$ cat src/hdl/tld_pkg.sv
// ----------------------------------------------------------------------------
// tld_pkg: shared types and constants of the terminal line discipline
// Flag bit positions, control characters, action and result types.
// ----------------------------------------------------------------------------
package tld_pkg;

  // line store geometry
  localparam int LINE_BYTES = 32;
  localparam int FILL_W     = $clog2(LINE_BYTES + 1);
  localparam int ADDR_W     = $clog2(LINE_BYTES);

  // column counter
  localparam int               COL_W   = 16;
  localparam logic [COL_W-1:0] COL_MAX = '1;

  // action queue between front and back
  localparam int QDEPTH = 2;
  localparam int QPTR_W = $clog2(QDEPTH);
  localparam int QCNT_W = $clog2(QDEPTH + 1);

  // configuration register indexes
  localparam logic [2:0] REG_INPUT  = 3'd0;
  localparam logic [2:0] REG_OUTPUT = 3'd1;
  localparam logic [2:0] REG_LOCAL  = 3'd2;
  localparam logic [2:0] REG_SIGNAL = 3'd3;
  localparam logic [2:0] REG_EDIT   = 3'd4;

  // register reset values
  localparam logic [5:0]  RST_INPUT  = 6'd36;
  localparam logic [5:0]  RST_OUTPUT = 6'd5;
  localparam logic [6:0]  RST_LOCAL  = 7'd127;
  localparam logic [23:0] RST_SIGNAL = 24'h1A1C03;
  localparam logic [31:0] RST_EDIT   = 32'h0004157F;

  // input flag bits
  localparam int IF_NL2CR = 0;
  localparam int IF_IGNCR = 1;
  localparam int IF_CR2NL = 2;
  localparam int IF_LOWER = 3;
  localparam int IF_STRIP = 4;
  localparam int IF_BELL  = 5;

  // output flag bits
  localparam int OF_POST   = 0;
  localparam int OF_UPPER  = 1;
  localparam int OF_NLCRNL = 2;
  localparam int OF_CRNL   = 3;
  localparam int OF_NOCR0  = 4;
  localparam int OF_NLRET  = 5;

  // local flag bits
  localparam int LF_SIG     = 0;
  localparam int LF_CANON   = 1;
  localparam int LF_ECHO    = 2;
  localparam int LF_ECHOE   = 3;
  localparam int LF_ECHOK   = 4;
  localparam int LF_ECHONL  = 5;
  localparam int LF_ECHOCTL = 6;

  // characters
  localparam logic [7:0] CH_NL    = 8'h0A;
  localparam logic [7:0] CH_CR    = 8'h0D;
  localparam logic [7:0] CH_TAB   = 8'h09;
  localparam logic [7:0] CH_BS    = 8'h08;
  localparam logic [7:0] CH_BEL   = 8'h07;
  localparam logic [7:0] CH_DEL   = 8'h7F;
  localparam logic [7:0] CH_SP    = 8'h20;
  localparam logic [7:0] CH_CARET = 8'h5E;
  localparam logic [7:0] CASE_OFS = 8'h20;
  localparam logic [7:0] CTL_FLIP = 8'h40;

  // result kinds
  localparam logic [1:0] KIND_TERM   = 2'd0;
  localparam logic [1:0] KIND_READER = 2'd1;
  localparam logic [1:0] KIND_SIGNAL = 2'd2;

  typedef struct packed {
    logic [5:0]  iflags;
    logic [5:0]  oflags;
    logic [6:0]  lflags;
    logic [23:0] sigc;
    logic [31:0] editc;
  } cfg_t;

  typedef enum logic [2:0] {
    OP_PUT, OP_SIG, OP_ERASE, OP_KILL, OP_EOF, OP_CHAR, OP_RAW
  } op_t;

  typedef enum logic [2:0] {
    EC_NONE, EC_PLAIN, EC_CARET, EC_RUB, EC_KILLRUB
  } echo_t;

  typedef enum logic [2:0] {
    SQ_NONE, SQ_PLAIN, SQ_CARET, SQ_BELL, SQ_RUB1, SQ_RUB2, SQ_READ
  } seq_t;

  typedef enum logic [1:0] {
    TL_NONE, TL_SIG, TL_RAW, TL_SEND
  } tail_t;

  typedef enum logic [2:0] {
    BS_IDLE, BS_RDWAIT, BS_ECHO, BS_TAIL, BS_SEND_RD, BS_SEND_EM, BS_FINISH
  } bst_t;

  typedef struct packed {
    op_t        op;
    echo_t      echo;
    logic [7:0] ch;
    logic [1:0] sig;
    logic       eol;
  } act_t;

  typedef struct packed {
    logic [1:0] kind;
    logic [7:0] data;
    logic       line_end;
  } res_t;

  typedef struct packed {
    logic [FILL_W-1:0] fill;
  } bk_stat_t;

  function automatic logic is_ctl(logic [7:0] c);
    return (c < CH_SP) || (c == CH_DEL);
  endfunction

endpackage

$ cat src/hdl/tld_in_if.sv
// ----------------------------------------------------------------------------
// tld_in_if: input item channel
// Carries a received or written byte with valid/ready handshake.
// ----------------------------------------------------------------------------
interface tld_in_if;
  logic       valid;
  logic       ready;
  logic       command;
  logic [7:0] character;

  modport source(output valid, command, character, input ready);
  modport sink(input valid, command, character, output ready);
endinterface

$ cat src/hdl/tld_out_if.sv
// ----------------------------------------------------------------------------
// tld_out_if: result item channel
// Carries one result with kind, data, line end and last markers.
// ----------------------------------------------------------------------------
interface tld_out_if;
  logic       valid;
  logic       ready;
  logic [1:0] kind;
  logic [7:0] data;
  logic       line_end;
  logic       last;

  modport source(output valid, kind, data, line_end, last, input ready);
  modport sink(input valid, kind, data, line_end, last, output ready);
endinterface

$ cat src/hdl/tld_ram.sv
// ----------------------------------------------------------------------------
// tld_ram: generic memory
// One write port, one read port with registered read data.
// ----------------------------------------------------------------------------
module tld_ram #(
  parameter int WIDTH = 8,
  parameter int DEPTH = 32
) (
  input  logic                     clk,
  input  logic                     we,
  input  logic [$clog2(DEPTH)-1:0] waddr,
  input  logic [WIDTH-1:0]         wdata,
  input  logic [$clog2(DEPTH)-1:0] raddr,
  output logic [WIDTH-1:0]         rdata
);

  logic [WIDTH-1:0] mem_r [DEPTH];
  logic [WIDTH-1:0] rdata_r;

  // write and registered read
  always_ff @(posedge clk) begin
    if (we) begin
      mem_r[waddr] <= wdata;
    end
    rdata_r <= mem_r[raddr];
  end

  assign rdata = rdata_r;

endmodule

$ cat src/hdl/tld_front.sv
// ----------------------------------------------------------------------------
// tld_front: input mapping, classification and action queue
// Maps received bytes, sorts them into actions and queues them for the back.
// ----------------------------------------------------------------------------
module tld_front (
  input  logic          clk,
  input  logic          rst_n,
  tld_in_if.sink        in_ch,
  input  tld_pkg::cfg_t cfg,
  output logic          act_valid,
  output tld_pkg::act_t act,
  input  logic          act_ready
);
  import tld_pkg::*;

  act_t              q_r [QDEPTH];
  logic [QPTR_W-1:0] wr_ptr_r, wr_ptr_nxt;
  logic [QPTR_W-1:0] rd_ptr_r, rd_ptr_nxt;
  logic [QCNT_W-1:0] cnt_r, cnt_nxt;
  act_t              cls;
  logic              drop;
  logic              push;
  logic              pop;

  function automatic echo_t echo_class(logic [7:0] c, cfg_t cf);
    echo_t e;
    e = EC_NONE;
    if (c == CH_NL && cf.lflags[LF_ECHONL] && cf.lflags[LF_CANON]) begin
      e = EC_PLAIN;
    end else if (cf.lflags[LF_ECHO]) begin
      priority if (c == CH_NL || c == CH_TAB) begin
        e = EC_PLAIN;
      end else if (c == cf.editc[7:0] && cf.lflags[LF_ECHOE] && cf.lflags[LF_CANON]) begin
        e = EC_RUB;
      end else if (c == cf.editc[15:8] && cf.lflags[LF_ECHOK] && cf.lflags[LF_CANON]) begin
        e = EC_KILLRUB;
      end else if (is_ctl(c) && cf.lflags[LF_ECHOCTL]) begin
        e = EC_CARET;
      end else begin
        e = EC_PLAIN;
      end
    end
    return e;
  endfunction

  // map the byte and sort it into an action
  always_comb begin
    logic [7:0] c;
    c = in_ch.character;
    if (cfg.iflags[IF_NL2CR] && c == CH_NL) begin
      c = CH_CR;
    end
    drop = cfg.iflags[IF_IGNCR] && c == CH_CR;
    if (cfg.iflags[IF_CR2NL] && c == CH_CR) begin
      c = CH_NL;
    end
    if (cfg.iflags[IF_LOWER] && c >= 8'h41 && c <= 8'h5A) begin
      c = c + CASE_OFS;
    end
    if (cfg.iflags[IF_STRIP]) begin
      c[7] = 1'b0;
    end
    cls.ch   = c;
    cls.sig  = 2'd0;
    cls.eol  = (c == CH_NL) || (c == cfg.editc[31:24]);
    cls.echo = echo_class(c, cfg);
    cls.op   = OP_RAW;
    if (in_ch.command) begin
      drop     = 1'b0;
      cls.ch   = in_ch.character;
      cls.op   = OP_PUT;
      cls.echo = EC_PLAIN;
    end else if (cfg.lflags[LF_SIG] && c == cfg.sigc[7:0]) begin
      cls.op  = OP_SIG;
      cls.sig = 2'd0;
    end else if (cfg.lflags[LF_SIG] && c == cfg.sigc[15:8]) begin
      cls.op  = OP_SIG;
      cls.sig = 2'd1;
    end else if (cfg.lflags[LF_SIG] && c == cfg.sigc[23:16]) begin
      cls.op  = OP_SIG;
      cls.sig = 2'd2;
    end else if (cfg.lflags[LF_CANON]) begin
      priority if (c == cfg.editc[7:0]) begin
        cls.op = OP_ERASE;
      end else if (c == cfg.editc[15:8]) begin
        cls.op = OP_KILL;
      end else if (c == cfg.editc[23:16]) begin
        cls.op = OP_EOF;
      end else begin
        cls.op = OP_CHAR;
      end
    end
  end

  // queue control
  assign in_ch.ready = (cnt_r != QCNT_W'(QDEPTH));
  assign push        = in_ch.valid && in_ch.ready && !drop;
  assign act_valid   = (cnt_r != '0);
  assign act         = q_r[rd_ptr_r];
  assign pop         = act_valid && act_ready;

  always_comb begin
    wr_ptr_nxt = push ? wr_ptr_r + 1'b1 : wr_ptr_r;
    rd_ptr_nxt = pop ? rd_ptr_r + 1'b1 : rd_ptr_r;
    cnt_nxt    = cnt_r + QCNT_W'(push) - QCNT_W'(pop);
  end

  always_ff @(posedge clk) begin
    if (!rst_n) begin
      wr_ptr_r <= '0;
      rd_ptr_r <= '0;
      cnt_r    <= '0;
    end else begin
      wr_ptr_r <= wr_ptr_nxt;
      rd_ptr_r <= rd_ptr_nxt;
      cnt_r    <= cnt_nxt;
    end
  end

  // hold queued actions
  always_ff @(posedge clk) begin
    if (push) begin
      q_r[wr_ptr_r] <= cls;
    end
  end

endmodule

$ cat src/hdl/tld_back.sv
// ----------------------------------------------------------------------------
// tld_back: action sequencer
// Edits the line, echoes, post-processes output and flushes lines to the
// reader through a hold stage and an output register, one action at a time.
// ----------------------------------------------------------------------------
module tld_back (
  input  logic              clk,
  input  logic              rst_n,
  input  tld_pkg::cfg_t     cfg,
  input  logic              act_valid,
  input  tld_pkg::act_t     act,
  output logic              act_ready,
  tld_out_if.source         out_ch,
  output tld_pkg::bk_stat_t stat
);
  import tld_pkg::*;

  typedef struct packed {
    logic             emit;
    logic [7:0]       ch;
    logic [COL_W-1:0] col;
  } tp_t;

  bst_t              state_r, state_nxt;
  act_t              act_r, act_nxt;
  seq_t              seq_r, seq_nxt;
  tail_t             tail_r, tail_nxt;
  logic [2:0]        idx_r, idx_nxt;
  logic              pre_r, pre_nxt;
  logic [FILL_W-1:0] sidx_r, sidx_nxt;
  logic [FILL_W-1:0] len_r, len_nxt;
  logic [FILL_W-1:0] fill_r, fill_nxt;
  logic [COL_W-1:0]  col_r, col_nxt;
  logic              hold_v_r, hold_v_nxt;
  res_t              hold_r, hold_nxt;
  logic              out_v_r, out_v_nxt;
  res_t              out_r, out_nxt;
  logic              out_last_r, out_last_nxt;

  logic              ram_we;
  logic [ADDR_W-1:0] ram_raddr;
  logic [7:0]        ram_rdata;
  logic [FILL_W-1:0] fill_m1;
  logic              out_free;
  logic              emit_go;
  logic              emit_req;
  res_t              emit_res;

  // one terminal byte through output post-processing
  function automatic tp_t term_step(logic [7:0] c, logic [COL_W-1:0] col, logic [5:0] ofl);
    tp_t        r;
    logic [7:0] b;
    b      = c;
    r.emit = 1'b1;
    if (ofl[OF_POST]) begin
      if (ofl[OF_UPPER] && b >= 8'h61 && b <= 8'h7A) begin
        b = b - CASE_OFS;
      end
      if (ofl[OF_CRNL] && b == CH_CR) begin
        b = CH_NL;
      end
      if (ofl[OF_NOCR0] && b == CH_CR && col == '0) begin
        r.emit = 1'b0;
      end
    end
    if (b == CH_CR || (b == CH_NL && ofl[OF_NLRET])) begin
      r.col = '0;
    end else if (col != COL_MAX) begin
      r.col = col + 1'b1;
    end else begin
      r.col = col;
    end
    r.ch = b;
    return r;
  endfunction

  function automatic logic [2:0] seq_len(seq_t s);
    logic [2:0] n;
    unique case (s)
      SQ_CARET: n = 3'd2;
      SQ_RUB1:  n = 3'd3;
      SQ_RUB2:  n = 3'd6;
      default:  n = 3'd1;
    endcase
    return n;
  endfunction

  function automatic logic [7:0] seq_byte(seq_t s, logic [2:0] i, logic [7:0] c);
    logic [7:0] b;
    unique case (s)
      SQ_CARET:         b = (i == 3'd0) ? CH_CARET : (c ^ CTL_FLIP);
      SQ_BELL:          b = CH_BEL;
      SQ_RUB1, SQ_RUB2: b = (i == 3'd1 || i == 3'd4) ? CH_SP : CH_BS;
      default:          b = c;
    endcase
    return b;
  endfunction

  // line store
  assign fill_m1   = fill_r - 1'b1;
  assign ram_raddr = (state_r == BS_IDLE) ? fill_m1[ADDR_W-1:0] : sidx_r[ADDR_W-1:0];

  tld_ram #(
    .WIDTH(8),
    .DEPTH(LINE_BYTES)
  ) u_line (
    .clk  (clk),
    .we   (ram_we),
    .waddr(fill_r[ADDR_W-1:0]),
    .wdata(act.ch),
    .raddr(ram_raddr),
    .rdata(ram_rdata)
  );

  assign out_free = !out_v_r || out_ch.ready;
  assign emit_go  = !hold_v_r || out_free;

  // sequencer: next state and emissions
  always_comb begin
    seq_t       ech;
    logic [7:0] b;
    logic       pre_need;
    tp_t        tp;

    state_nxt    = state_r;
    act_nxt      = act_r;
    seq_nxt      = seq_r;
    tail_nxt     = tail_r;
    idx_nxt      = idx_r;
    pre_nxt      = pre_r;
    sidx_nxt     = sidx_r;
    len_nxt      = len_r;
    fill_nxt     = fill_r;
    col_nxt      = col_r;
    hold_v_nxt   = hold_v_r;
    hold_nxt     = hold_r;
    out_v_nxt    = out_v_r && !out_ch.ready;
    out_nxt      = out_r;
    out_last_nxt = out_last_r;
    act_ready    = 1'b0;
    ram_we       = 1'b0;
    emit_req     = 1'b0;
    emit_res     = '0;

    // echo sequence of the incoming action, rub-outs need the last stored byte
    unique case (act.echo)
      EC_PLAIN:   ech = SQ_PLAIN;
      EC_CARET:   ech = SQ_CARET;
      EC_RUB:     ech = (fill_r != '0) ? SQ_READ : SQ_RUB1;
      EC_KILLRUB: ech = (fill_r != '0) ? SQ_READ : SQ_NONE;
      default:    ech = SQ_NONE;
    endcase

    b        = seq_byte(seq_r, idx_r, act_r.ch);
    pre_need = cfg.oflags[OF_POST] && cfg.oflags[OF_NLCRNL] && b == CH_NL && !pre_r;
    tp       = term_step(pre_need ? CH_CR : b, col_r, cfg.oflags);

    unique case (state_r)
      BS_IDLE: begin
        act_ready = 1'b1;
        if (act_valid) begin
          act_nxt  = act;
          idx_nxt  = '0;
          pre_nxt  = 1'b0;
          sidx_nxt = '0;
          seq_nxt  = SQ_NONE;
          tail_nxt = TL_NONE;
          unique case (act.op)
            OP_PUT: seq_nxt = SQ_PLAIN;
            OP_SIG: begin
              seq_nxt  = ech;
              tail_nxt = TL_SIG;
            end
            OP_ERASE: begin
              if (fill_r != '0) begin
                seq_nxt  = ech;
                fill_nxt = fill_m1;
              end
            end
            OP_KILL: begin
              seq_nxt  = ech;
              fill_nxt = '0;
            end
            OP_EOF: begin
              tail_nxt = TL_SEND;
              len_nxt  = fill_r;
              fill_nxt = '0;
            end
            OP_CHAR: begin
              if (fill_r >= FILL_W'(LINE_BYTES)) begin
                seq_nxt = cfg.iflags[IF_BELL] ? SQ_BELL : SQ_NONE;
                len_nxt = fill_r;
              end else begin
                ram_we   = 1'b1;
                seq_nxt  = ech;
                len_nxt  = fill_r + 1'b1;
                fill_nxt = fill_r + 1'b1;
              end
              if (act.eol) begin
                tail_nxt = TL_SEND;
                fill_nxt = '0;
              end
            end
            OP_RAW: begin
              seq_nxt  = ech;
              tail_nxt = TL_RAW;
            end
            default: ;
          endcase
          if (seq_nxt == SQ_READ) begin
            state_nxt = BS_RDWAIT;
          end else if (seq_nxt == SQ_NONE) begin
            state_nxt = BS_TAIL;
          end else begin
            state_nxt = BS_ECHO;
          end
        end
      end

      BS_RDWAIT: begin
        seq_nxt   = (is_ctl(ram_rdata) && cfg.lflags[LF_ECHOCTL]) ? SQ_RUB2 : SQ_RUB1;
        state_nxt = BS_ECHO;
      end

      BS_ECHO: begin
        if (!tp.emit || emit_go) begin
          if (tp.emit) begin
            emit_req = 1'b1;
            emit_res = '{kind: KIND_TERM, data: tp.ch, line_end: 1'b0};
            col_nxt  = tp.col;
          end
          if (pre_need) begin
            pre_nxt = 1'b1;
          end else begin
            pre_nxt = 1'b0;
            if (idx_r == seq_len(seq_r) - 3'd1) begin
              state_nxt = BS_TAIL;
            end else begin
              idx_nxt = idx_r + 1'b1;
            end
          end
        end
      end

      BS_TAIL: begin
        unique case (tail_r)
          TL_SIG: begin
            if (emit_go) begin
              emit_req  = 1'b1;
              emit_res  = '{kind: KIND_SIGNAL, data: {6'd0, act_r.sig}, line_end: 1'b0};
              state_nxt = BS_FINISH;
            end
          end
          TL_RAW: begin
            if (emit_go) begin
              emit_req  = 1'b1;
              emit_res  = '{kind: KIND_READER, data: act_r.ch, line_end: 1'b0};
              state_nxt = BS_FINISH;
            end
          end
          TL_SEND: state_nxt = (len_r == '0) ? BS_FINISH : BS_SEND_RD;
          default: state_nxt = BS_FINISH;
        endcase
      end

      BS_SEND_RD: state_nxt = BS_SEND_EM;

      BS_SEND_EM: begin
        if (emit_go) begin
          emit_req = 1'b1;
          emit_res = '{kind: KIND_READER, data: ram_rdata,
                       line_end: (sidx_r + 1'b1 == len_r)};
          if (sidx_r + 1'b1 == len_r) begin
            state_nxt = BS_FINISH;
          end else begin
            sidx_nxt  = sidx_r + 1'b1;
            state_nxt = BS_SEND_RD;
          end
        end
      end

      BS_FINISH: begin
        // release the held result as the item's last one
        if (!hold_v_r) begin
          state_nxt = BS_IDLE;
        end else if (out_free) begin
          out_nxt      = hold_r;
          out_last_nxt = 1'b1;
          out_v_nxt    = 1'b1;
          hold_v_nxt   = 1'b0;
          state_nxt    = BS_IDLE;
        end
      end

      default: state_nxt = BS_IDLE;
    endcase

    // advance the hold stage on each new result
    if (emit_req) begin
      if (hold_v_r) begin
        out_nxt      = hold_r;
        out_last_nxt = 1'b0;
        out_v_nxt    = 1'b1;
      end
      hold_nxt   = emit_res;
      hold_v_nxt = 1'b1;
    end
  end

  always_ff @(posedge clk) begin
    if (!rst_n) begin
      state_r  <= BS_IDLE;
      fill_r   <= '0;
      col_r    <= '0;
      hold_v_r <= 1'b0;
      out_v_r  <= 1'b0;
    end else begin
      state_r  <= state_nxt;
      fill_r   <= fill_nxt;
      col_r    <= col_nxt;
      hold_v_r <= hold_v_nxt;
      out_v_r  <= out_v_nxt;
    end
  end

  always_ff @(posedge clk) begin
    act_r      <= act_nxt;
    seq_r      <= seq_nxt;
    tail_r     <= tail_nxt;
    idx_r      <= idx_nxt;
    pre_r      <= pre_nxt;
    sidx_r     <= sidx_nxt;
    len_r      <= len_nxt;
    hold_r     <= hold_nxt;
    out_r      <= out_nxt;
    out_last_r <= out_last_nxt;
  end

  // drive the result channel
  assign out_ch.valid    = out_v_r;
  assign out_ch.kind     = out_r.kind;
  assign out_ch.data     = out_r.data;
  assign out_ch.line_end = out_r.line_end;
  assign out_ch.last     = out_last_r;
  assign stat.fill       = fill_r;

endmodule

$ cat src/hdl/tty_line_discipline.sv
// ----------------------------------------------------------------------------
// tty_line_discipline: terminal line discipline top level
// Configuration registers, classifying front, action queue and sequencer.
// ----------------------------------------------------------------------------
// Results: a result leaves the hold stage when the next one arrives or the
// item ends; rub-outs and line flushes read the line store before they emit,
// and the back sequencer emits at most one result a cycle.
// Reset: registers take their defaults, the line is empty, column is zero;
// the line store itself is not cleared and the block is ready at once.
module tty_line_discipline (
  input  logic        clk,
  input  logic        rst_n,
  tld_in_if.sink      in_ch,
  tld_out_if.source   out_ch,
  input  logic        cfg_we,
  input  logic [2:0]  cfg_index,
  input  logic [31:0] cfg_wdata
);
  import tld_pkg::*;

  cfg_t     cfg_r, cfg_nxt;
  logic     act_valid;
  act_t     act;
  logic     act_ready;
  bk_stat_t stat;

  // configuration writes
  always_comb begin
    cfg_nxt = cfg_r;
    if (cfg_we) begin
      unique case (cfg_index)
        REG_INPUT:  cfg_nxt.iflags = cfg_wdata[5:0];
        REG_OUTPUT: cfg_nxt.oflags = cfg_wdata[5:0];
        REG_LOCAL:  cfg_nxt.lflags = cfg_wdata[6:0];
        REG_SIGNAL: cfg_nxt.sigc   = cfg_wdata[23:0];
        REG_EDIT:   cfg_nxt.editc  = cfg_wdata;
        default: ;
      endcase
    end
  end

  always_ff @(posedge clk) begin
    if (!rst_n) begin
      cfg_r <= '{iflags: RST_INPUT, oflags: RST_OUTPUT, lflags: RST_LOCAL,
                 sigc: RST_SIGNAL, editc: RST_EDIT};
    end else begin
      cfg_r <= cfg_nxt;
    end
  end

  tld_front u_front (
    .clk      (clk),
    .rst_n    (rst_n),
    .in_ch    (in_ch),
    .cfg      (cfg_r),
    .act_valid(act_valid),
    .act      (act),
    .act_ready(act_ready)
  );

  tld_back u_back (
    .clk      (clk),
    .rst_n    (rst_n),
    .cfg      (cfg_r),
    .act_valid(act_valid),
    .act      (act),
    .act_ready(act_ready),
    .out_ch   (out_ch),
    .stat     (stat)
  );

`ifndef NO_ASSERTIONS
  // reset empties the result register
  a_reset_empty: assert property (@(posedge clk) !rst_n |=> !out_ch.valid)
    else $error("result valid after reset");

  // line end marks reader bytes only
  a_line_end_reader: assert property (@(posedge clk) disable iff (!rst_n)
    out_ch.valid && out_ch.line_end |-> out_ch.kind == KIND_READER)
    else $error("line end on non-reader result");

  // a signal is always the final result of its item
  a_signal_last: assert property (@(posedge clk) disable iff (!rst_n)
    out_ch.valid && out_ch.kind == KIND_SIGNAL |-> out_ch.last)
    else $error("signal result not last");

  // the line never outgrows its store
  a_fill_bound: assert property (@(posedge clk) disable iff (!rst_n)
    stat.fill <= FILL_W'(LINE_BYTES))
    else $error("line fill beyond store");
`endif

endmodule
$ cat src/flat_wrapper.sv
// flat-port wrapper written by rule: the top's interface ports become plain ports
module tty_line_discipline_flat import tld_pkg::*;
  (clk, rst_n, cfg_we, cfg_index, cfg_wdata, in_ch_valid, in_ch_command, in_ch_character, in_ch_ready, out_ch_valid, out_ch_kind, out_ch_data, out_ch_line_end, out_ch_last, out_ch_ready);
  tld_in_if in_ch_i ();
  tld_out_if out_ch_i ();
  input  logic clk;
  input  logic rst_n;
  input  logic cfg_we;
  input  logic [2:0] cfg_index;
  input  logic [31:0] cfg_wdata;
  input wire logic [$bits(in_ch_i.valid)-1:0] in_ch_valid;
  input wire logic [$bits(in_ch_i.command)-1:0] in_ch_command;
  input wire logic [$bits(in_ch_i.character)-1:0] in_ch_character;
  output wire logic [$bits(in_ch_i.ready)-1:0] in_ch_ready;
  output wire logic [$bits(out_ch_i.valid)-1:0] out_ch_valid;
  output wire logic [$bits(out_ch_i.kind)-1:0] out_ch_kind;
  output wire logic [$bits(out_ch_i.data)-1:0] out_ch_data;
  output wire logic [$bits(out_ch_i.line_end)-1:0] out_ch_line_end;
  output wire logic [$bits(out_ch_i.last)-1:0] out_ch_last;
  input wire logic [$bits(out_ch_i.ready)-1:0] out_ch_ready;
  assign in_ch_i.valid = in_ch_valid;
  assign in_ch_i.command = in_ch_command;
  assign in_ch_i.character = in_ch_character;
  assign in_ch_ready = in_ch_i.ready;
  assign out_ch_valid = out_ch_i.valid;
  assign out_ch_kind = out_ch_i.kind;
  assign out_ch_data = out_ch_i.data;
  assign out_ch_line_end = out_ch_i.line_end;
  assign out_ch_last = out_ch_i.last;
  assign out_ch_i.ready = out_ch_ready;
  tty_line_discipline u_core (.clk(clk), .rst_n(rst_n), .in_ch(in_ch_i), .out_ch(out_ch_i), .cfg_we(cfg_we), .cfg_index(cfg_index), .cfg_wdata(cfg_wdata));
endmodule
$ cat config.mk
export PLATFORM = sky130hd
export DESIGN_NAME = tty_line_discipline_flat
export DESIGN_NICKNAME = d
export VERILOG_FILES = /design/src/hdl/tld_pkg.sv /design/src/hdl/tld_in_if.sv /design/src/hdl/tld_out_if.sv /design/src/hdl/tld_ram.sv /design/src/hdl/tld_front.sv /design/src/hdl/tld_back.sv /design/src/hdl/tty_line_discipline.sv /design/src/flat_wrapper.sv
export SDC_FILE = /design/constraint.sdc
export NUM_CORES = 1
export LEC_CHECK = 0
export BUFFER_PORTS_ARGS = -buffer_cell sky130_fd_sc_hd__buf_2
export CORE_ASPECT_RATIO = 0.75
export CORE_MARGIN = 2
export CORE_UTILIZATION = 45
export CTS_CLUSTER_SIZE = 20
export DETAILED_ROUTE_END_ITERATION = 10
export GPL_ROUTABILITY_DRIVEN = 0
export SLEW_MARGIN = 20
export SYNTH_ARGS = -nofsm -noshare
export SYNTH_HDL_FRONTEND = slang
export SYNTH_HIERARCHICAL = 1
export SYNTH_SLANG_ARGS = --single-unit
$ cat constraint.sdc
create_clock -name clk -period 11 [get_ports clk]
set_input_delay 1.1 -clock clk [delete_from_list [all_inputs] [get_ports clk]]
set_output_delay 1.1 -clock clk [all_outputs]
set_load 0.03 [all_outputs]
Yosys cells after proc, flatten, opt, wreduce, memory -nomap -nowiden
Memory sizes are Yosys's and may differ from the RTL's. A register that Yosys moved wholly into a read port is not among the register bits.
Cells that the tools add are included.

cells by class
  reduce and logical (&&, ||, !) cells = 78
  div/mod/pow operators = 0
  multipliers = 0
  multiplexer cells = 130
  shift-type cells = 0
  bitwise gates (word level) = 1
  eq/ne operators = 62
  magnitude comparators = 7
  add/subtract/negate cells = 12

operators by type and width
  cell                   count
  $mux 3                 33
  $mux 8                 10
  $mux 11                7
  $eq 8x4->1 const B     9
  $eq 8x8->1             7
  $mux 6                 7
  $mux 1                 39
  $eq 3x3->1 const B     12
  $pmux 11 s3            1
  $mux 16                2
  $eq 3x2->1 const B     10
  $logic_and 1x1->1      29
  $pmux 3 s4             2
  $pmux 6 s2             2
  $pmux 8 s3             1
  $mux 2                 11
  $pmux 11 s2            1
  $pmux 3 s7             1
  $mux 10                2
  $mux 9                 2
  $pmux 3 s2             3
  $pmux 6 s3             1
  $add 16x1->16 const B  1
  $eq 8x7->1 const B     2
  other kinds (43)       95

word-level totals
  output and inout port bits = 14
  flip-flop bits (word level) = 160
  latch bits = 0
  memories kept = 2
  input bits = 49
  word-level logic and storage cells = 320
  memory bits (writable) = 290
  ROM bits = 0

memories
  name                        words  bits a word  rd ports  clocked after memory_dff  write ports  line             text
  u_core.u_back.u_line.mem_r  32     8            1         1                         1            tld_ram.sv:17    logic [WIDTH-1:0] mem_r [DEPTH];
  u_core.u_front.q_r          2      17           1         1                         1            tld_front.sv:16  act_t q_r [QDEPTH];

Logic depth before layout (Yosys ltp)
Gate-level depths: netlist of run 1.

  depth in word-level cells = 32
  gate-level depth with buffers = 15
  gate-level depth less buffers = 13

Modules after synthesis
Netlist of run 1, hierarchy kept.

by module, submodules not included
  module               cells an instance  seq. area each (µm²)  area an instance (µm²)  instances
  tld_ram              417                7,847.5               10,053.4                1
  tld_back             590                2,162.1               5,402.7                 1
  tld_front            366                1,121.1               3,283.1                 1
  tty_line_discipline  301                1,501.4               3,014.1                 1

Least setup slack after synthesis of run 1
Ideal clock, no wire load.

  kind = register to register
  from = reg u_core.u_back.idx_r[0]
  to = reg (tool-made name)
  period minus slack after synthesis = 3.759 ns
  stages on the path, launching flop included = 13
  buffers on the path = 1
  data arrival time = 3.381 ns
  setup slack = 7.241 ns
  required time = 10.622 ns
  setup time = 0.378 ns
  cells stage by stage = edfxtp_1 -> inv_1 -> ha_1 -> nor2b_1 -> o211ai_2 -> nand2_1 -> or4_4 -> and4_4 -> o2111a_1 -> o31ai_1 -> a21oi_1 -> buf_2 -> nor2_1

RTL lines
  item                    line             text
  start, declared         tld_back.sv:28   logic [2:0] idx_r, idx_nxt;
  start signal, assigned  tld_back.sv:330  idx_r <= idx_nxt;

Final worst setup path of run 1
  from = reg u_core.u_back.state_r[0]
  to = reg u_core.u_back.u_line.rdata_r[7] (netlist: u_core/u_back/u_line/rdata[7]) (read register of u_core.u_back.u_line.mem_r)

between the ends
  cells in the longest elaborated chain, start to end = 2

RTL lines
  item                                  line             text
  start, declared                       tld_back.sv:24   bst_t state_r, state_nxt;
  start signal, assigned                tld_back.sv:318  state_r <= state_nxt;
  $logic_not 3->1                       tld_back.sv:101  assign ram_raddr = (state_r == BS_IDLE) ? fill_m1[ADDR_W-1:0] : sidx_r[ADDR_W-1:0];
  $mux 5                                tld_back.sv:101
  named net u_core.u_back.ram_raddr[0]  tld_back.sv:41   logic [ADDR_W-1:0] ram_raddr;
  end, declared                         tld_ram.sv:18    logic [WIDTH-1:0] rdata_r;

The timed path passes the listed nets, and every way through them passes these cells.
A chain may end at the register's enable or synchronous reset.

==> results of run 1 <==
-- placed cells by master, fill, tap and decap left out, types with 12 or more instances in the layout --
cell         n
nand4_1     16
and3_1      15
inv_1       50
nor2_1      92
xnor2_1     36
dfxtp_1    115
mux2i_1     88
a21oi_1     39
clkbuf_16   44
ha_1        16
nor2b_1     61
o21ai_0     47
nor3b_1     13
a31oi_1     12
edfxtp_1   344
clkinv_2    13
o211ai_1    22
nand2_1    167
mux2_2      26
nand3_1     35
nor3_1      29
nand2b_1    20
mux4_2      80
a22oi_1     17
o22ai_1     12
buf_2       61
xor2_1      15
-- kinds of logic (layout without fill, tap and decap cells) --
group                    after synthesis  in the layout  share of synthesized area [%]
AO/OA/AOI/OAI                        273            273                           9.43
XOR/XNOR                              51             51                           2.05
adder cells (fa/ha/maj)               16             16                          0.920
buffers and inverters                154            206                           3.28
flip-flops                           459            459                           58.1
multiplexers                         195            195                           13.7
AND/OR/NAND/NOR                      526            526                           12.5
-- worst max-delay path: stages, from the launching register on --
cell and delay [ns]:
dfxtp_1 0.45, nor2_1 0.39, nand2_1 0.32, o21ai_4 0.70, buf_4 0.86, mux4_2 0.62, mux4_2 0.56, mux2_2 0.29
-- synthesized netlist by cell type, types with 5 or more instances --
cell       instances  area [µm²]
a2111oi_0          5        43.8
a211oi_1          10        75.1
a211oi_2          10         125
a21oi_1           40         200
a221o_1            5        50.1
a22oi_1           17         128
a31oi_1           12        75.1
and2_1            11        68.8
and3_1            15        93.8
buf_1             12        45.0
buf_2             23         115
buf_4             12        90.1
buf_6              8        90.1
clkbuf_1          45         169
dfxtp_1          115        2300
edfxtp_1         344       10300
ha_1              16         200
inv_1             50         188
mux2_2            26         293
mux2i_1           88         881
mux4_2            80        1800
nand2_1          167         627
nand2b_1          20         125
nand3_1           35         175
nand3b_1          11        82.6
nand4_1           16         100
nor2_1            93         349
nor2b_1           61         382
nor3_1            29         145
nor3b_1           13        97.6
nor4_1             9        56.3
o2111a_1           5        56.3
o2111ai_1          6        52.6
o211ai_1          22         165
o211ai_2          10         125
o21a_1             8        60.1
o21ai_0           50         250
o221ai_1          10        87.6
o22ai_1           12        75.1
or3_1              5        31.3
xnor2_1           36         315
xor2_1            15         131
-- per-stage QoR --
step           cell area (µm²)  instances
2_1_floorplan            21800       1674
3_3_place_gp             22500       2284
3_5_place_dp             22500       2284
4_1_cts                  23900       2365
5_1_grt                  23900       2365
6_report                 23900       2365
-- flip-flops by register name (all words and copies together), names as in the netlist, 2 cells and up, named ones only --
signal and cells:
u_core/u_back/u_line/mem_r 256, u_core/cfg_r 75, u_core/u_front/q_r 34, u_core/u_back/col_r 16, u_core/u_back/hold_r 11, u_core/u_back/act_r 10
u_core/u_back/u_line/rdata 8, u_core/u_back/len_r 6, u_core/u_back/sidx_r 6, u_core/u_back/stat 6, u_core/u_back/idx_r 3, u_core/u_back/seq_r 3
u_core/u_back/state_r 3, u_core/u_back/tail_r 2, u_core/u_front/cnt_r 2
-- path summary, 6_finish.rpt --
| kind | startpoint | endpoint | slack [ns] | depth (start not counted) |
|---|---|---|---|---|
| max | u_core/u_back/state_r[0] | u_core/u_back/u_line/rdata[7] | 6.62 | 7 |
| min reg2reg | u_core/cfg_r[30] | u_core/cfg_r[30] | 0.48 | 2 |
| max reg2reg | u_core/u_back/state_r[0] | u_core/u_back/u_line/rdata[7] | 6.62 | 7 |
| min | u_core/cfg_r[30] | u_core/cfg_r[30] | 0.48 | 2 |
-- area by class of cell --
cell class	instances	area, µm²	share of cell area, %
Inverter	53	199	0.833
Timing Repair Buffer	72	388	1.62
Multi-Input combinational cell	1061	8450	35.4
Clock buffer	52	1150	4.82
Tap cell	639	800	3.35
Sequential cell	459	12600	52.9
Clock inverter	29	250	1.05
-- report_power, final --
group          internal, mW  leakage (nW)  switching, mW  total, mW
clock                 0.825         0.688          0.656       1.48
combinational         0.831          3.24           1.10       1.93
sequential             2.13          4.07          0.169       2.30
-- layer usage --
metal  vias to the layer above  GRT usage [%]
met5                         -              0
met4                         2           4.75
met3                        89           4.16
met2                       670           30.2
met1                      6933           33.1
li1                       6404              -
==> out/results.ini, run 1 <==
[status]
status = finished, final reports clean

[detailed_routing]
highest_layer = met5
wl_um = 53600
wl_met2_um = 22600
wl_met3_um = 4930
routedWlPerCell_um = 22.6
drcViolationCount = 0
wl_met1_um = 25000
antenna_left = 0
vias_per_cell = 5.96
dr.pass1.iters = 6
drtIter0Drc = 1871
num_vias = 14100

[sta]
tightest_slew_ns = 1.17
setup_ws_ns = 6.62
setup_viol = 0
hold_slack_ns = 0.476
final_max_slew_viol_count = 0
fin_crit_sh_pct = 39.8
finalHoldViolCount = 0
rsz0062_at_grt = false
max_freq_ghz = 0.228
slew_headroom_pct = 21.6
final.setup.tns_ns = 0
skew_ns = 0.0218
period_needed_ns = 4.38

[die]
io_pins = 63
core-area_um2 = 47600
chipWidth_um = 258
dieArea_um2 = 50100
die_h_um = 194
rows = 69
start_util_pct = 45.7

[synthesis]
synth_area_per_cell_um2 = 13.0
synth_cell_types = 97
synth_flop_cell = edfxtp_1
syn-cell-area_um2 = 21800
synth_nets = 1739
syn_inst = 1674
synth_warnings = 6
ys_seq_elements = 459
ys_seq_area_share_pct = 58.1
synth_enable_flop_cells = 344
async_flop_share_pct = 0

[flow_run]
drv_cap = 0

[power]
p_per_area_nw_per_um2 = 239
peakVddDrop_v = 0.000189
p_leak_nw = 8.00
power_mw = 5.71

[worst_setup_path]
crit_fanout = 49
cp_data_required_time_ns = 11.45
startpoint_type = flop
end_kind = flop
path_class = flop to flop
arrival_ns = 4.83

[clock_network]
numCtsBuffers = 44
post-cts-setup-buffers = 0
clk_pin_slew_ns = 0.07
clk_latency_ns = 0.57
htree_levels = 2
post_cts_resize_count = 0
cts_root_buf = clkbuf_16
cts_tree = yes
max-clock-path-buffers = 3
cts.sinks = 459
hold_buffers = 0

[global_routing]
grt_first_pass_wirelength_um = 81700
track_usage_pct = 21.2
grt-ovfl-total = 0
grt_max_degree = 95
grt_antenna_before_repair = 3
grt_pass1_vias = 13300

[cells_and_area]
area_growth_pct = 9.75
fin_util_pct = 50.2
fin_nets = 1756
drive_gt1_share_pct = 17.6
insertedDiodeCount = 0
fill_cells = 4038

[min_path]
hp-class = flop to flop

[placed_design]
pre_cts_ws_ns = 6.58
dp_hpwl_um = 35800
port_buffers = 62

Power figures use the tool's default switching activity.
==> inputs of run 2 (changes only) <==
==> constraint.sdc (replaced) <==
create_clock -name clk -period 4.3 [get_ports clk]
set_input_delay 0.43 -clock clk [delete_from_list [all_inputs] [get_ports clk]]
set_output_delay 0.43 -clock clk [all_outputs]
set_load 0.03 [all_outputs]
==> out/results.ini, run 2 (synthesis results as in run 1) <==
[global_routing]
grt_max_degree = 114  ; +20%
track_usage_pct = 21.0  ; -0.16 points
grt_first_pass_wirelength_um = 81300  ; -0.46%
grt_pass1_vias = 13500  ; +1.5%
grt_antenna_before_repair = 4  ; +1
grt-ovfl-total = 0  ; unchanged

[clock_network]
clk_pin_slew_ns = 0.06  ; about the same
clk_latency_ns = 0.59  ; +0.02 ns
cts.sinks = 459  ; unchanged
numCtsBuffers = 46  ; +4.5%
hold_buffers = 0  ; unchanged
post-cts-setup-buffers = 0  ; unchanged
cts_root_buf = clkbuf_16
htree_levels = 2  ; unchanged
max-clock-path-buffers = 3  ; unchanged
cts_tree = yes
post_cts_resize_count = 0  ; unchanged

[worst_setup_path]
arrival_ns = 4.26  ; -0.57 ns
path_class = flop to flop
startpoint_type = flop
cp_data_required_time_ns = 4.64  ; -6.81 ns
crit_fanout = 12  ; -76%
end_kind = flop

[detailed_routing]
dr.pass1.iters = 5  ; -1
wl_um = 52600  ; -1.8%
routedWlPerCell_um = 21.7  ; -4.0%
num_vias = 14300  ; +1.7%
drtIter0Drc = 1468  ; -22%
drcViolationCount = 0  ; unchanged
vias_per_cell = 5.93  ; -0.57%
antenna_left = 0  ; unchanged

[die]
chipWidth_um = 258  ; unchanged
rows = 69  ; unchanged
die_h_um = 194  ; unchanged
start_util_pct = 45.7  ; unchanged
io_pins = 63  ; unchanged
core-area_um2 = 47600  ; unchanged
dieArea_um2 = 50100  ; unchanged

[power]
p_leak_nw = 8.29  ; +3.6%
peakVddDrop_v = 0.000474  ; +150%
p_per_area_nw_per_um2 = 610  ; +150%

[placed_design]
dp_hpwl_um = 35400  ; -1.0%
pre_cts_ws_ns = 0.435  ; -6.15 ns
port_buffers = 62  ; unchanged
placed_cells = 2335  ; +2.2%

[sta]
rsz0062_at_grt = false
max_freq_ghz = 0.255  ; +12%
setup_ws_ns = 0.385  ; -6.24 ns
final.setup.tns_ns = 0  ; unchanged
slew_headroom_pct = 33.8  ; +12 points
setup_viol = 0  ; unchanged
fin_crit_sh_pct = 91.1  ; +51 points
period_needed_ns = 3.92  ; -0.464 ns
final_max_slew_viol_count = 0  ; unchanged
tightest_slew_ns = 0.993  ; -0.178 ns
finalHoldViolCount = 0  ; unchanged
skew_ns = 0.0252  ; +0.00336 ns

[cells_and_area]
largest-register = u_core/u_back/u_line/mem_r
top_regs = u_core/u_back/u_line/mem_r x256, u_core/cfg_r x75, u_core/u_front/q_r x34
mostFrequentLayoutCells = edfxtp_1, nand2_1, dfxtp_1
drive_gt1_share_pct = 19.7  ; +2.1 points
insertedDiodeCount = 0  ; unchanged
fin_nets = 1809  ; +3.0%
final_cell_count_no_fill = 2419  ; +2.3%
area_growth_pct = 11.6
layout_commonest_cell = edfxtp_1
largest_reg_flops = 256  ; unchanged

[status]
status = finished, final reports clean

[flow_run]
drv_cap = 0  ; unchanged

[min_path]
hp-class = input port to flop

==> run 2: metrics by stage <==
| step | area, µm² | total power [mW] | utilization (%) | hold slack [ns] |
|---|---|---|---|---|
| 4_1_cts | 24300 | 14.9 | 51.1 | 0.0586 |
| 5_1_grt | 24300 | 15.5 | 51.1 | 0.0894 |
| 2_1_floorplan | 21800 | 9.54 | - | 0.434 |
| 6_report | 24300 | 14.8 | 51.1 | 0.0852 |
| 3_5_place_dp | 22900 | 11.1 | 48.1 | 0.464 |
| 3_3_place_gp | 22900 | 11.0 | 48.1 | 0.460 |
==> run 2: layer usage <==
metal / vias to the layer above / part of all wire, % / global-route usage [%]
li1: 6511 / - / -
met1: 7152 / 49 / 34.5
met2: 585 / 40 / 28.1
met3: 87 / 7.9 / 3.40
met4: 2 / 2.3 / 6.10
met5: - / 0.023 / 0
==> run 2: final cells by class <==
| class | count | area [µm²] |
|---|---|---|
| clock buffers | 63 | 1250 |
| clock inverters | 21 | 149 |
| fillers | 4062 | 23300 |
| inverters | 53 | 199 |
| multi-input cells | 1061 | 8440 |
| flip-flops and latches | 459 | 12600 |
| well taps | 639 | 800 |
| repair buffers | 123 | 808 |
==> run 2: critical path, cell delays in order (launching register included) <==
cell	delay, ns
edfxtp_1	0.48
inv_1	0.08
ha_1	0.23
nor2b_1	0.18
o211ai_2	0.29
o211a_1	0.29
inv_1	0.11
nor4b_2	0.42
and4_4	0.29
o2111a_1	0.21
o31ai_1	0.09
a21oi_1	0.68
nor2_1	0.11
buf_4	0.21
==> run 2: report_power, final <==
group	switching [mW]	leakage, nW	internal [mW]
sequential	0.336	4.07	5.45
combinational	3.00	3.53	2.22
clock	1.68	0.696	2.11
total	5.02	8.29	9.79
==> run 2: final timing paths <==
kind,from,slack [ns],endpoint,cells after the start
setup / recovery,u_core/u_back/idx_r[0],0.38,flop,13
hold / removal,cfg_wdata[30],0.09,u_core/cfg_r[30],3
setup reg to reg,u_core/u_back/idx_r[0],0.38,flop,13
hold reg to reg,u_core/cfg_r[25],0.47,u_core/cfg_r[25],2
